### config.mk
export PLATFORM = sky130hd
export DESIGN_NAME = line_follow_pd_with_crossing_detect
export DESIGN_NICKNAME = d
export VERILOG_FILES = /design/src/rtl/lfpd_pkg.sv /design/src/rtl/line_follow_pd_with_crossing_detect.sv /design/src/rtl/lfpd_mac.sv
export SDC_FILE = /design/constraint.sdc
export NUM_CORES = 1
export LEC_CHECK = 0
export ABC_AREA = 1
export ABC_CLOCK_PERIOD_IN_PS = 6400
export BUFFER_PORTS_ARGS = -buffer_cell sky130_fd_sc_hd__buf_2
export CAP_MARGIN = 10
export CORE_UTILIZATION = 55
export CTS_BUF_LIST = sky130_fd_sc_hd__clkbuf_8
export CTS_CLUSTER_SIZE = 30
export DETAILED_ROUTE_END_ITERATION = 7
export GPL_TIMING_DRIVEN = 0
export PLACE_DENSITY = 0.71
export SETUP_SLACK_MARGIN = 0.15
export SYNTH_ARGS = -nofsm -noshare
export SYNTH_HDL_FRONTEND = slang
export SYNTH_SLANG_ARGS = --single-unit
### constraint.sdc
create_clock -name clk_i -period 6.4 [get_ports clk_i]
set_input_delay 0.64 -clock clk_i [delete_from_list [all_inputs] [get_ports clk_i]]
set_output_delay 0.64 -clock clk_i [all_outputs]
set_load 0.02 [all_outputs]
### src/rtl/lfpd_pkg.sv
// Shared types, widths, constants and helpers for the line follower PD block.
// Used by lfpd_mac, the top level and the port checker.

package lfpd_pkg;

  // Field widths
  localparam int unsigned POS_W     = 12;
  localparam int unsigned SENS_W    = 10;
  localparam int unsigned GAIN_W    = 16;
  localparam int unsigned WGT_W     = 13;
  localparam int unsigned SPD_W     = 9;
  localparam int unsigned THR_W     = 10;
  localparam int unsigned SPD_OUT_W = 10;
  localparam int unsigned CNT_W     = 16;
  localparam int unsigned CFG_IDX_W = 3;
  localparam int unsigned CFG_DAT_W = 16;

  // Datapath widths
  localparam int unsigned ERR_W   = 12;  // position error, signed
  localparam int unsigned DERR_W  = 13;  // error difference, signed
  localparam int unsigned PD_W    = 16;  // saturated PD term, signed
  localparam int unsigned STEER_W = 10;  // clamped steering term, signed
  localparam int unsigned SUM_W   = 11;  // base +/- steering, signed
  localparam int unsigned OPD_W   = 16;  // serial multiplier operand, signed
  localparam int unsigned MUL_W   = 16;  // serial multiplier digit source, unsigned
  localparam int unsigned ACC_W   = 32;  // product accumulator, signed
  localparam int unsigned FRAC_W  = 12;  // Q.12 fraction bits
  localparam int unsigned DIGIT_W = 4;   // bits of the multiplier per cycle

  // Constants
  localparam logic [POS_W-1:0] CENTRE_POS = 12'd2000;
  localparam logic [POS_W-1:0] MAX_POS    = 12'd4000;
  localparam logic [WGT_W-1:0] ONE_Q12    = 13'd4096;
  localparam logic [2:0]       MIN_ACTIVE = 3'd4;

  localparam logic signed [ACC_W-1:0] PD_MAX = 32'sd32767;
  localparam logic signed [ACC_W-1:0] PD_MIN = -32'sd32768;

  // Register reset values
  localparam logic [GAIN_W-1:0] PROP_GAIN_RST  = 16'd527;
  localparam logic [GAIN_W-1:0] DERIV_GAIN_RST = 16'd322;
  localparam logic [WGT_W-1:0]  FILT_WGT_RST   = 13'd3277;
  localparam logic [SPD_W-1:0]  BASE_SPD_RST   = 9'd150;
  localparam logic [SPD_W-1:0]  STEER_LIM_RST  = 9'd220;
  localparam logic [SPD_W-1:0]  SPEED_LIM_RST  = 9'd300;
  localparam logic [THR_W-1:0]  CROSS_THR_RST  = 10'd600;
  localparam logic [THR_W-1:0]  CENTER_THR_RST = 10'd650;

  // Register indexes
  typedef enum logic [CFG_IDX_W-1:0] {
    REG_PROP_GAIN  = 3'd0,
    REG_DERIV_GAIN = 3'd1,
    REG_FILT_WGT   = 3'd2,
    REG_BASE_SPD   = 3'd3,
    REG_STEER_LIM  = 3'd4,
    REG_SPEED_LIM  = 3'd5,
    REG_CROSS_THR  = 3'd6,
    REG_CENTER_THR = 3'd7
  } cfg_idx_e;

  // Request into the serial multiply-accumulate unit
  typedef struct packed {
    logic                    load;
    logic signed [OPD_W-1:0] opd_a;
    logic signed [OPD_W-1:0] opd_b;
    logic [MUL_W-1:0]        mul_a;
    logic [MUL_W-1:0]        mul_b;
  } mac_req_t;

  // Status from the serial multiply-accumulate unit
  typedef struct packed {
    logic                    busy;
    logic signed [ACC_W-1:0] acc;
  } mac_sts_t;

  // Divide by 4096 truncating toward zero
  function automatic logic signed [ACC_W-1:0] q12_trunc(input logic signed [ACC_W-1:0] v);
    logic signed [ACC_W-1:0] bias;
    bias = v[ACC_W-1] ? $signed(ACC_W'((1 << FRAC_W) - 1)) : '0;
    return (v + bias) >>> FRAC_W;
  endfunction

endpackage

### src/rtl/line_follow_pd_with_crossing_detect.sv
// Line follower steering: PD term, low-pass filter, wheel clamps, crossing detect.
// Depends on lfpd_pkg and lfpd_mac.
// A request passes through S_PD_START, S_PD_WAIT, S_FI_START, S_FI_WAIT and S_OUT to the output register.
// Requests are taken one at a time: the input stalls until the previous one leaves S_OUT, set by the
// two passes through the shared digit-serial multiply-accumulate unit and held while the output stalls.
// Reset: async active low; registers to defaults, filter and crossing state to zero.

module line_follow_pd_with_crossing_detect #(
  parameter int unsigned DigitW = lfpd_pkg::DIGIT_W
) (
  input  logic                                 clk_i,
  input  logic                                 rst_ni,
  // configuration
  input  logic                                 cfg_we_i,
  input  logic [lfpd_pkg::CFG_IDX_W-1:0]       cfg_idx_i,
  input  logic [lfpd_pkg::CFG_DAT_W-1:0]       cfg_data_i,
  // input channel
  input  logic                                 in_valid_i,
  output logic                                 in_stall_o,
  input  logic [lfpd_pkg::POS_W-1:0]           line_position_i,
  input  logic [lfpd_pkg::SENS_W-1:0]          sensor_left_outer_i,
  input  logic [lfpd_pkg::SENS_W-1:0]          sensor_left_inner_i,
  input  logic [lfpd_pkg::SENS_W-1:0]          sensor_middle_i,
  input  logic [lfpd_pkg::SENS_W-1:0]          sensor_right_inner_i,
  input  logic [lfpd_pkg::SENS_W-1:0]          sensor_right_outer_i,
  input  logic                                 consume_event_i,
  // output channel
  output logic                                 out_valid_o,
  input  logic                                 out_stall_i,
  output logic signed [lfpd_pkg::SPD_OUT_W-1:0] left_speed_o,
  output logic signed [lfpd_pkg::SPD_OUT_W-1:0] right_speed_o,
  output logic                                 at_crossing_o,
  output logic                                 crossing_pending_o,
  output logic [lfpd_pkg::CNT_W-1:0]           crossing_total_o,
  output logic                                 centered_o
);

  localparam int unsigned AccW = lfpd_pkg::ACC_W;

  typedef enum logic [2:0] {
    S_IDLE,
    S_PD_START,
    S_PD_WAIT,
    S_FI_START,
    S_FI_WAIT,
    S_OUT
  } state_e;

  // Configuration registers
  logic [lfpd_pkg::GAIN_W-1:0] prop_gain_q, deriv_gain_q;
  logic [lfpd_pkg::WGT_W-1:0]  filt_wgt_q;
  logic [lfpd_pkg::SPD_W-1:0]  base_spd_q, steer_lim_q, speed_lim_q;
  logic [lfpd_pkg::THR_W-1:0]  cross_thr_q, center_thr_q;

  always_ff @(posedge clk_i or negedge rst_ni) begin
    if (!rst_ni) begin
      prop_gain_q  <= lfpd_pkg::PROP_GAIN_RST;
      deriv_gain_q <= lfpd_pkg::DERIV_GAIN_RST;
      filt_wgt_q   <= lfpd_pkg::FILT_WGT_RST;
      base_spd_q   <= lfpd_pkg::BASE_SPD_RST;
      steer_lim_q  <= lfpd_pkg::STEER_LIM_RST;
      speed_lim_q  <= lfpd_pkg::SPEED_LIM_RST;
      cross_thr_q  <= lfpd_pkg::CROSS_THR_RST;
      center_thr_q <= lfpd_pkg::CENTER_THR_RST;
    end else if (cfg_we_i) begin
      case (lfpd_pkg::cfg_idx_e'(cfg_idx_i))
        lfpd_pkg::REG_PROP_GAIN:  prop_gain_q  <= cfg_data_i[lfpd_pkg::GAIN_W-1:0];
        lfpd_pkg::REG_DERIV_GAIN: deriv_gain_q <= cfg_data_i[lfpd_pkg::GAIN_W-1:0];
        lfpd_pkg::REG_FILT_WGT:   filt_wgt_q   <= cfg_data_i[lfpd_pkg::WGT_W-1:0];
        lfpd_pkg::REG_BASE_SPD:   base_spd_q   <= cfg_data_i[lfpd_pkg::SPD_W-1:0];
        lfpd_pkg::REG_STEER_LIM:  steer_lim_q  <= cfg_data_i[lfpd_pkg::SPD_W-1:0];
        lfpd_pkg::REG_SPEED_LIM:  speed_lim_q  <= cfg_data_i[lfpd_pkg::SPD_W-1:0];
        lfpd_pkg::REG_CROSS_THR:  cross_thr_q  <= cfg_data_i[lfpd_pkg::THR_W-1:0];
        lfpd_pkg::REG_CENTER_THR: center_thr_q <= cfg_data_i[lfpd_pkg::THR_W-1:0];
        default: ;
      endcase
    end
  end

  // State and working registers
  state_e                                state_q;
  logic signed [lfpd_pkg::ERR_W-1:0]     err_q, prev_err_q;
  logic signed [lfpd_pkg::DERR_W-1:0]    derr_q;
  logic signed [lfpd_pkg::PD_W-1:0]      pd_q;
  logic signed [lfpd_pkg::STEER_W-1:0]   steer_q;
  logic                                  seen_last_q, pending_q;
  logic [lfpd_pkg::CNT_W-1:0]            counter_q;
  logic                                  at_q, pend_rep_q, centered_q;
  logic                                  out_valid_q;
  logic signed [lfpd_pkg::SPD_OUT_W-1:0] left_q, right_q;
  logic                                  at_out_q, pend_out_q, centered_out_q;
  logic [lfpd_pkg::CNT_W-1:0]            total_out_q;

  logic in_acc, out_acc;
  assign in_stall_o = (state_q != S_IDLE);
  assign in_acc     = in_valid_i && !in_stall_o;
  assign out_acc    = out_valid_q && !out_stall_i;

  // Error from centre and its change
  logic [lfpd_pkg::POS_W-1:0]         pos_sat;
  logic signed [lfpd_pkg::ERR_W-1:0]  err_in;
  logic signed [lfpd_pkg::DERR_W-1:0] derr_in;

  assign pos_sat = (line_position_i > lfpd_pkg::MAX_POS) ? lfpd_pkg::MAX_POS : line_position_i;
  assign err_in  = $signed(pos_sat - lfpd_pkg::CENTRE_POS);
  assign derr_in = lfpd_pkg::DERR_W'(err_in) - lfpd_pkg::DERR_W'(prev_err_q);

  // Crossing and centred detection
  logic [4:0] over;
  logic [2:0] n_over;
  logic       at_in, rise_in, pend_new, centered_in;

  assign over[0] = sensor_left_outer_i  > cross_thr_q;
  assign over[1] = sensor_left_inner_i  > cross_thr_q;
  assign over[2] = sensor_middle_i      > cross_thr_q;
  assign over[3] = sensor_right_inner_i > cross_thr_q;
  assign over[4] = sensor_right_outer_i > cross_thr_q;
  assign n_over  = 3'(over[0]) + 3'(over[1]) + 3'(over[2]) + 3'(over[3]) + 3'(over[4]);
  assign at_in   = (n_over >= lfpd_pkg::MIN_ACTIVE) || (over[0] && over[4]);
  assign rise_in = at_in && !seen_last_q;
  assign pend_new = pending_q || rise_in;
  assign centered_in = (sensor_middle_i > center_thr_q) && !over[0] && !over[4] && !at_in;

  // Shared multiply-accumulate unit
  lfpd_pkg::mac_req_t mac_req;
  lfpd_pkg::mac_sts_t mac_sts;
  logic [lfpd_pkg::WGT_W-1:0] w_eff, v_eff;

  assign w_eff = (filt_wgt_q > lfpd_pkg::ONE_Q12) ? lfpd_pkg::ONE_Q12 : filt_wgt_q;
  assign v_eff = lfpd_pkg::ONE_Q12 - w_eff;

  always_comb begin
    mac_req.load = (state_q == S_PD_START) || (state_q == S_FI_START);
    if (state_q == S_FI_START) begin
      mac_req.opd_a = lfpd_pkg::OPD_W'(pd_q);
      mac_req.opd_b = lfpd_pkg::OPD_W'(steer_q);
      mac_req.mul_a = lfpd_pkg::MUL_W'(w_eff);
      mac_req.mul_b = lfpd_pkg::MUL_W'(v_eff);
    end else begin
      mac_req.opd_a = lfpd_pkg::OPD_W'(err_q);
      mac_req.opd_b = lfpd_pkg::OPD_W'(derr_q);
      mac_req.mul_a = lfpd_pkg::MUL_W'(prop_gain_q);
      mac_req.mul_b = lfpd_pkg::MUL_W'(deriv_gain_q);
    end
  end

  lfpd_mac #(
    .DigitW(DigitW)
  ) u_mac (
    .clk_i (clk_i),
    .rst_ni(rst_ni),
    .req_i (mac_req),
    .sts_o (mac_sts)
  );

  // PD term: scale down and saturate to 16 bits
  logic signed [AccW-1:0]              acc_q12;
  logic signed [AccW-1:0]              pd_sat;
  logic signed [AccW-1:0]              steer_lim_s;
  logic signed [AccW-1:0]              steer_clamp;

  assign acc_q12 = lfpd_pkg::q12_trunc(mac_sts.acc);
  assign pd_sat  = (acc_q12 > lfpd_pkg::PD_MAX) ? lfpd_pkg::PD_MAX :
                   (acc_q12 < lfpd_pkg::PD_MIN) ? lfpd_pkg::PD_MIN : acc_q12;

  // Filtered term clamped to the steering limit
  assign steer_lim_s = $signed(AccW'(steer_lim_q));
  assign steer_clamp = (acc_q12 > steer_lim_s)  ? steer_lim_s :
                       (acc_q12 < -steer_lim_s) ? -steer_lim_s : acc_q12;

  // Wheel speeds
  logic signed [lfpd_pkg::SUM_W-1:0] base_s, spd_lim_s, sum_l, sum_r, left_c, right_c;

  assign base_s    = $signed(lfpd_pkg::SUM_W'(base_spd_q));
  assign spd_lim_s = $signed(lfpd_pkg::SUM_W'(speed_lim_q));
  assign sum_l     = base_s + lfpd_pkg::SUM_W'(steer_q);
  assign sum_r     = base_s - lfpd_pkg::SUM_W'(steer_q);
  assign left_c    = (sum_l > spd_lim_s)  ? spd_lim_s :
                     (sum_l < -spd_lim_s) ? -spd_lim_s : sum_l;
  assign right_c   = (sum_r > spd_lim_s)  ? spd_lim_s :
                     (sum_r < -spd_lim_s) ? -spd_lim_s : sum_r;

  // Sequencer, filter and crossing state, output register
  always_ff @(posedge clk_i or negedge rst_ni) begin
    if (!rst_ni) begin
      state_q        <= S_IDLE;
      err_q          <= '0;
      prev_err_q     <= '0;
      derr_q         <= '0;
      pd_q           <= '0;
      steer_q        <= '0;
      seen_last_q    <= 1'b0;
      pending_q      <= 1'b0;
      counter_q      <= '0;
      at_q           <= 1'b0;
      pend_rep_q     <= 1'b0;
      centered_q     <= 1'b0;
      out_valid_q    <= 1'b0;
      left_q         <= '0;
      right_q        <= '0;
      at_out_q       <= 1'b0;
      pend_out_q     <= 1'b0;
      centered_out_q <= 1'b0;
      total_out_q    <= '0;
    end else begin
      // result taken; in S_OUT a taken result is replaced in the same cycle
      if (out_acc && (state_q != S_OUT)) begin
        out_valid_q <= 1'b0;
      end
      case (state_q)
        S_IDLE: begin
          if (in_acc) begin
            err_q       <= err_in;
            derr_q      <= derr_in;
            prev_err_q  <= err_in;
            seen_last_q <= at_in;
            counter_q   <= counter_q + lfpd_pkg::CNT_W'(rise_in);
            pending_q   <= pend_new && !consume_event_i;
            at_q        <= at_in;
            pend_rep_q  <= pend_new;
            centered_q  <= centered_in;
            state_q     <= S_PD_START;
          end
        end
        S_PD_START: begin
          state_q <= S_PD_WAIT;
        end
        S_PD_WAIT: begin
          if (!mac_sts.busy) begin
            pd_q    <= lfpd_pkg::PD_W'(pd_sat);
            state_q <= S_FI_START;
          end
        end
        S_FI_START: begin
          state_q <= S_FI_WAIT;
        end
        S_FI_WAIT: begin
          if (!mac_sts.busy) begin
            steer_q <= lfpd_pkg::STEER_W'(steer_clamp);
            state_q <= S_OUT;
          end
        end
        S_OUT: begin
          // hold until the output register is free
          if (!out_valid_q || !out_stall_i) begin
            out_valid_q    <= 1'b1;
            left_q         <= lfpd_pkg::SPD_OUT_W'(left_c);
            right_q        <= lfpd_pkg::SPD_OUT_W'(right_c);
            at_out_q       <= at_q;
            pend_out_q     <= pend_rep_q;
            centered_out_q <= centered_q;
            total_out_q    <= counter_q;
            state_q        <= S_IDLE;
          end
        end
        default: begin
          state_q <= S_IDLE;
        end
      endcase
    end
  end

  assign out_valid_o        = out_valid_q;
  assign left_speed_o       = left_q;
  assign right_speed_o      = right_q;
  assign at_crossing_o      = at_out_q;
  assign crossing_pending_o = pend_out_q;
  assign crossing_total_o   = total_out_q;
  assign centered_o         = centered_out_q;

endmodule

### src/rtl/lfpd_mac.sv
// Digit-serial two-lane multiply-accumulate: acc = opd_a*mul_a + opd_b*mul_b.
// Depends on lfpd_pkg; consumes the multipliers MSB digit first.

module lfpd_mac #(
  parameter int unsigned DigitW = lfpd_pkg::DIGIT_W
) (
  input  logic                clk_i,
  input  logic                rst_ni,
  input  lfpd_pkg::mac_req_t  req_i,
  output lfpd_pkg::mac_sts_t  sts_o
);

  localparam int unsigned NumDigits = (lfpd_pkg::MUL_W + DigitW - 1) / DigitW;
  localparam int unsigned ShW       = NumDigits * DigitW;
  localparam int unsigned CntW      = $clog2(NumDigits + 1);
  localparam int unsigned PpW       = lfpd_pkg::OPD_W + DigitW + 1;
  localparam int unsigned AccW      = lfpd_pkg::ACC_W;

  logic signed [lfpd_pkg::OPD_W-1:0] opd_a_q, opd_b_q;
  logic [ShW-1:0]                    sh_a_q, sh_b_q;
  logic signed [AccW-1:0]            acc_q, acc_d;
  logic [CntW-1:0]                   cnt_q;
  logic [DigitW-1:0]                 dig_a, dig_b;
  logic signed [PpW-1:0]             pp_a, pp_b;

  // Top digit of each multiplier shift register
  assign dig_a = sh_a_q[ShW-1 -: DigitW];
  assign dig_b = sh_b_q[ShW-1 -: DigitW];

  // Narrow partial products, one digit each
  assign pp_a = PpW'(opd_a_q) * PpW'($signed({1'b0, dig_a}));
  assign pp_b = PpW'(opd_b_q) * PpW'($signed({1'b0, dig_b}));

  // Horner step: shift previous sum up one digit and add
  assign acc_d = (acc_q <<< DigitW) + AccW'(pp_a) + AccW'(pp_b);

  // Step counter
  always_ff @(posedge clk_i or negedge rst_ni) begin
    if (!rst_ni) begin
      cnt_q <= '0;
    end else if (req_i.load) begin
      cnt_q <= CntW'(NumDigits);
    end else if (cnt_q != '0) begin
      cnt_q <= cnt_q - CntW'(1);
    end
  end

  // Operands, shift registers and accumulator
  always_ff @(posedge clk_i) begin
    if (req_i.load) begin
      opd_a_q <= req_i.opd_a;
      opd_b_q <= req_i.opd_b;
      sh_a_q  <= ShW'(req_i.mul_a);
      sh_b_q  <= ShW'(req_i.mul_b);
      acc_q   <= '0;
    end else if (cnt_q != '0) begin
      sh_a_q <= sh_a_q << DigitW;
      sh_b_q <= sh_b_q << DigitW;
      acc_q  <= acc_d;
    end
  end

  assign sts_o.busy = (cnt_q != '0);
  assign sts_o.acc  = acc_q;

endmodule

**Word level (Yosys, flattened, before mapping)**

Cells that the tools add are included.

- Bits in registers: 305
- Input port bits: 87
- Logic and storage cells: 149

- Add/subtract/negate cells: 16
- Multipliers: 2
- Order comparisons: 17
- Eq/ne operators: 17
- Multiplexer cells: 26
- Bitwise operators: 1
- Reductions and logical operators: 39

Operators by type and width:

| kind | count |
|---|---|
| $mux W16 | 6 |
| $add A32 B21 Y32 | 2 |
| $mux W64 | 1 |
| $gt A10 B10 Y1 | 6 |
| $mux W10 | 6 |
| $mul A16 B5 Y21 | 2 |
| $add A32 B13 Y32 | 1 |
| $lt A20 B32 Y1 | 1 |
| $neg A9 Y32 | 1 |
| $mux W12 | 2 |
| $reduce_and A2 Y1 | 12 |
| $gt A11 B10 Y1 | 2 |
| $lt A11 B11 Y1 | 2 |
| $gt A20 B10 Y1 | 1 |
| $gt A20 B16 Y1 const B | 1 |
| $lt A20 B16 Y1 const B | 1 |
| $eq A3 B3 Y1 const B | 6 |
| $mux W3 | 6 |
| $pmux W3 S6 | 1 |
| $add A16 B1 Y16 | 1 |
| $gt A13 B13 Y1 const B | 1 |
| $mux W13 | 1 |
| $sub A12 B12 Y13 | 1 |
| $sub A13 B13 Y13 const A | 1 |
| other kinds (23) | 53 |

**Longest topological paths before layout**

- Depth after elaboration: 10
- Mapped depth: 32
- Mapped depth without buffers: 32

**By module**

Synthesis repeated with hierarchy kept, for this count alone.

- Cells, all modules: 3479
- Area total of the unflattened synthesis: 26387.8 um^2

Modules (own cells, without submodules):

| module | times used | cells each | area an instance (um^2) | seq. area each (um^2) |
|---|---|---|---|---|
| line_follow_pd_with_crossing_detect | 1 | 2104 | 15453.6 | 5200.0 |
| lfpd_mac | 1 | 1375 | 10934.2 | 2637.5 |

**Worst setup path before layout**

Ideal clock, no wire load.

- Path type: register -> register
- Start point: register u_mac.opd_b_q[14] (netlist name)
- End point: register u_mac.acc_q[26]
- Data arrival time: 5.236 ns
- Data required time: 6.222 ns
- Slack: 0.986 ns
- Cell stages (with the launch flop): 20
- Buffers on the path: 0
- Clock period less this slack: 5.414 ns
- Path through: edfxtp_1 nand2_1 inv_1 fa_1 inv_1 fa_1 fa_1 inv_1 fa_1 inv_1 fa_1 inv_1 ha_1 a21oi_1 o21ai_0 a21oi_1 nand3_1 a31o_2 nor2_1 o22ai_1

- Cells in the longest elaborated chain, start to end: 2

RTL lines:

| item | RTL line | source |
|---|---|---|
| start, declared | lfpd_mac.sv:19 | `logic signed [lfpd_pkg::OPD_W-1:0] opd_a_q, opd_b_q;` |
| start signal, assigned | lfpd_mac.sv:52 | `opd_b_q <= req_i.opd_b;` |
| $mul A16 B5 Y21 | lfpd_mac.sv:32 | `assign pp_b = PpW'(opd_b_q) * PpW'($signed({1'b0, dig_b}));` |
| $add A32 B21 Y32 | lfpd_mac.sv:35 | `assign acc_d = (acc_q <<< DigitW) + AccW'(pp_a) + AccW'(pp_b);` |
| end signal, assigned | lfpd_mac.sv:55 | `acc_q <= '0;` |
| end signal, assigned | lfpd_mac.sv:59 | `acc_q <= acc_d;` |
| end, declared | lfpd_mac.sv:21 | `logic signed [AccW-1:0] acc_q, acc_d;` |

Every way passes these cells.
A chain may end at the register's enable or synchronous reset.

**Worst setup path in the final report**

- Start point: register u_mac.sh_b_q[15]
- End point: register u_mac.acc_q[18]

- Cells in the longest elaborated chain, start to end: 2

RTL lines:

| item | RTL line | source |
|---|---|---|
| start, declared | lfpd_mac.sv:20 | `logic [ShW-1:0] sh_a_q, sh_b_q;` |
| start signal, assigned | lfpd_mac.sv:54 | `sh_b_q <= ShW'(req_i.mul_b);` |
| start signal, assigned | lfpd_mac.sv:58 | `sh_b_q <= sh_b_q << DigitW;` |
| $mul A16 B5 Y21 | lfpd_mac.sv:32 |  |
| $add A32 B21 Y32 | lfpd_mac.sv:35 |  |

Every way passes these cells.

==> metrics <==
Setup crit end kind=flop; # DRC=0; ant diodes=0; Period minus WS final=6.09 ns; Detail Route Antenna Nets=0; largest net degree at the start of global routing=80; syn_area_per_cell=7.73 um2; clk root buf=clkbuf_8; Layout Skew=0.0309 ns; Final nets=3,980; first-pass GRT wire length=114,000 um; Yosys reg bits=302; worst path bufs/invs=5; Post-Syn Instances=3,291; CP startpoint kind=flop; syn nets=3,787; die outline area=0.0471 mm2; Top FF cell, synth=dfrtp_1; Netlist cell types=60; Total Routing Usage GR=30.8%; # port buffers=127; synth warn=0; Rel. slew slack=43.9%; remaining global-route overflow=0; number of global-route vias before repair=22,400; core area=0.0455 mm2; critical path class=flop to flop; clock sinks=302; io pins=128; antenna violations before repair=0; pre-CTS setup slack=-0.104 ns; starting density of the core=56.0%; crit path DAT=6.58 ns; wire per inst=17.3 um; CTS tree=done; EDFF count, synth=61; reg2reg setup slack=0.31 ns; Crit Path Max Fanout=10; cell area after synthesis=0.0254 mm2; max-slew violations=0; drt first pass iters=6; hold slack=0.259 ns; share of async-settable or async-resettable flops after synthesis=69.2%; fin util=62.0%; critical path's top delay family=adder cells; row cnt=78; H-Tree Depth=2; Final Cycle Share=95.1%; sequential area share after synthesis=30.4%; routability cong.=0.945; fmax=164 MHz; Die Span X=217 um; Via Count=22,400; Worst EP required=6.89 ns; synthesis-to-layout area growth=10.9%; RSZ-0062 raised after global routing=false; Clock Tree Buf Depth=3; Setup Viol. Count Final=0; clk slew on worst S/H paths=0.07 ns; die span in y=217 um; DP HPWL=57,900 um; crit-path cells=clkbuf_2 > nand2_1 > fa_1 > inv_1 > fa_1 > fa_1 > fa_1 > inv_1 > fa_1 > inv_1 > ha_1 > nand3_1 > nand3_1 > a21oi_2 > o21ai_0 > a21boi_1 > inv_1 > nand2_1 > nand2_1 > or2_2 > nand3_1 > nand2_1; Final WS setup=0.310 ns; vias per cell=5.42; Least-Margin Pin Slew=0.841 ns; Final Hold Fails=0; critical path's slowest cell=edfxtp_1; CTS buffer count=51; crit-path max cell delay=0.56 ns; DR iter-0 viols=1,523; layout cells sized above 1=9.64%; Crit path top cell by count=fa_1; outcome=finished, final reports clean; Post-Route WL=71,500 um; HP Class=input pin to flop; total negative slack=0 ns; Max Cap Viol=0; Clock Latency Late Sink=0.61 ns
area by class of cell:
cell class / count / area (um2)
Tap cell: 600 / 751
Inverter: 606 / 2280
Buffer: 73 / 318
Fill cell: 4092 / 17300
Clock buffer: 59 / 812
Multi-Input combinational cell: 2310 / 15100
Sequential cell: 302 / 7750
Timing Repair Buffer: 140 / 818
Clock inverter: 37 / 360
tightest hold or removal path: stages:
cell and delay, ns:
buf_2 0.09, nand2_1 0.04, o21ai_0 0.06
Yosys cell counts (4+ instances only):
cell type,number,share of area [%]
a211oi_1,6,0.18
a21boi_0,4,0.12
a21o_1,4,0.12
a21oi_1,145,2.9
a21oi_2,11,0.38
a22o_1,10,0.34
a31oi_1,12,0.30
buf_2,4,0.079
clkbuf_1,64,0.94
clkinv_1,7,0.10
dfrtp_1,173,17
dfstp_2,36,3.7
dfxtp_1,32,2.5
edfxtp_1,61,7.2
fa_1,149,12
ha_1,260,13
inv_1,587,8.7
inv_2,12,0.18
nand2_1,895,13
nand2_2,11,0.27
nand3_1,124,2.4
nand3b_1,5,0.15
nand4_1,32,0.79
nor2_1,185,2.7
nor2_2,4,0.098
nor3_1,33,0.65
nor4_1,18,0.44
o2111ai_1,4,0.14
o211ai_1,7,0.21
o21a_1,6,0.18
o21ai_0,243,4.8
o21ai_1,18,0.35
o21bai_1,6,0.18
o22ai_1,12,0.30
or2_2,6,0.15
xnor2_1,19,0.65
xor2_1,46,1.6
registers in the layout, indices dropped and copies added (netlist names), 16 cells and up:
name	cells
u_mac.sh_b_q	16
deriv_gain_q	16
prop_gain_q	16
u_mac.acc_q	32
u_mac.opd_a_q	16
u_mac.sh_a_q	16
counter_q	16
crossing_total_o	16
pd_q	16
cell usage in the layout, fill, tap and decap left out, types with 7 or more instances in the layout:
cell,synthesis,final
a21oi_1,145,144
clkbuf_1,64,51
buf_2,4,130
clkbuf_8,0,59
inv_1,587,603
o21ai_0,243,243
edfxtp_1,61,61
o21ai_1,18,18
xor2_1,46,46
o211ai_1,7,7
xnor2_1,19,19
bufinv_16,0,7
buf_4,2,10
nand2_1,895,895
clkinv_2,0,10
clkinv_1,7,7
dfstp_2,36,36
a31oi_1,12,12
dfxtp_1,32,32
nor2_1,185,185
inv_2,12,12
a22o_1,10,10
nand2_2,11,11
nand4_1,32,32
o22ai_1,12,12
nor4_1,18,18
ha_1,260,260
clkbuf_2,0,13
nand3_1,124,124
fa_1,149,148
dfrtp_1,173,173
a21oi_2,11,12
nor3_1,33,33
routing by layer:
metal	track usage (%)	part of all wire, %	up-vias
li1	-	-	10900
met4	12.2	4.1	0
met3	3.35	5.4	155
met5	0	0	-
met1	39.5	42	10700
met2	53.3	49	690
final timing paths:
check	start	to	depth (start not counted)
hold reg to reg	crossing_total_o[8]	crossing_total_o[8]	2
max in group asynchronous	rst_ni	cross_thr_q[9]	3
setup / recovery	u_mac.sh_b_q[15]	u_mac.acc_q[18]	22
hold / removal	cfg_data_i[2]	center_thr_q[2]	3
setup reg to reg	u_mac.sh_b_q[15]	u_mac.acc_q[18]	22
min in group asynchronous	rst_ni	prev_err_q[8]	2
what timing repair did:
| action | CTS | global route |
|---|---|---|
| gates resized for setup | 4 | 19 |
| hold buffers | 1 | 0 |
| endpoints found under the setup margin | 10 | 13 |
| hold endpoints to repair | 15 | 0 |
| setup buffers | 0 | 8 |
| pin swaps | 0 | 1 |
cells by family after synthesis:
logic type               count (synthesis)  synth area share (%)
AO/OA/AOI/OAI                          505                  11.0
XOR/XNOR                                66                  2.30
AND/OR/NAND/NOR                       1330                  21.6
flip-flops                             302                  30.4
buffers and inverters                  679                  10.1
adder cells (fa/ha/maj)                409                  24.5
metrics by stage:
step                instance area [um2]  cells
floorplan                         25400   3291
CTS                               28100   4119
detailed placement                26900   4022
global route                      28200   4127
finish                            28200   4127
global placement                  26800   4018
Power is left out: the tool's default activity adds up to more than one toggle a clock period on the data nets, which glitch-free logic cannot reach.
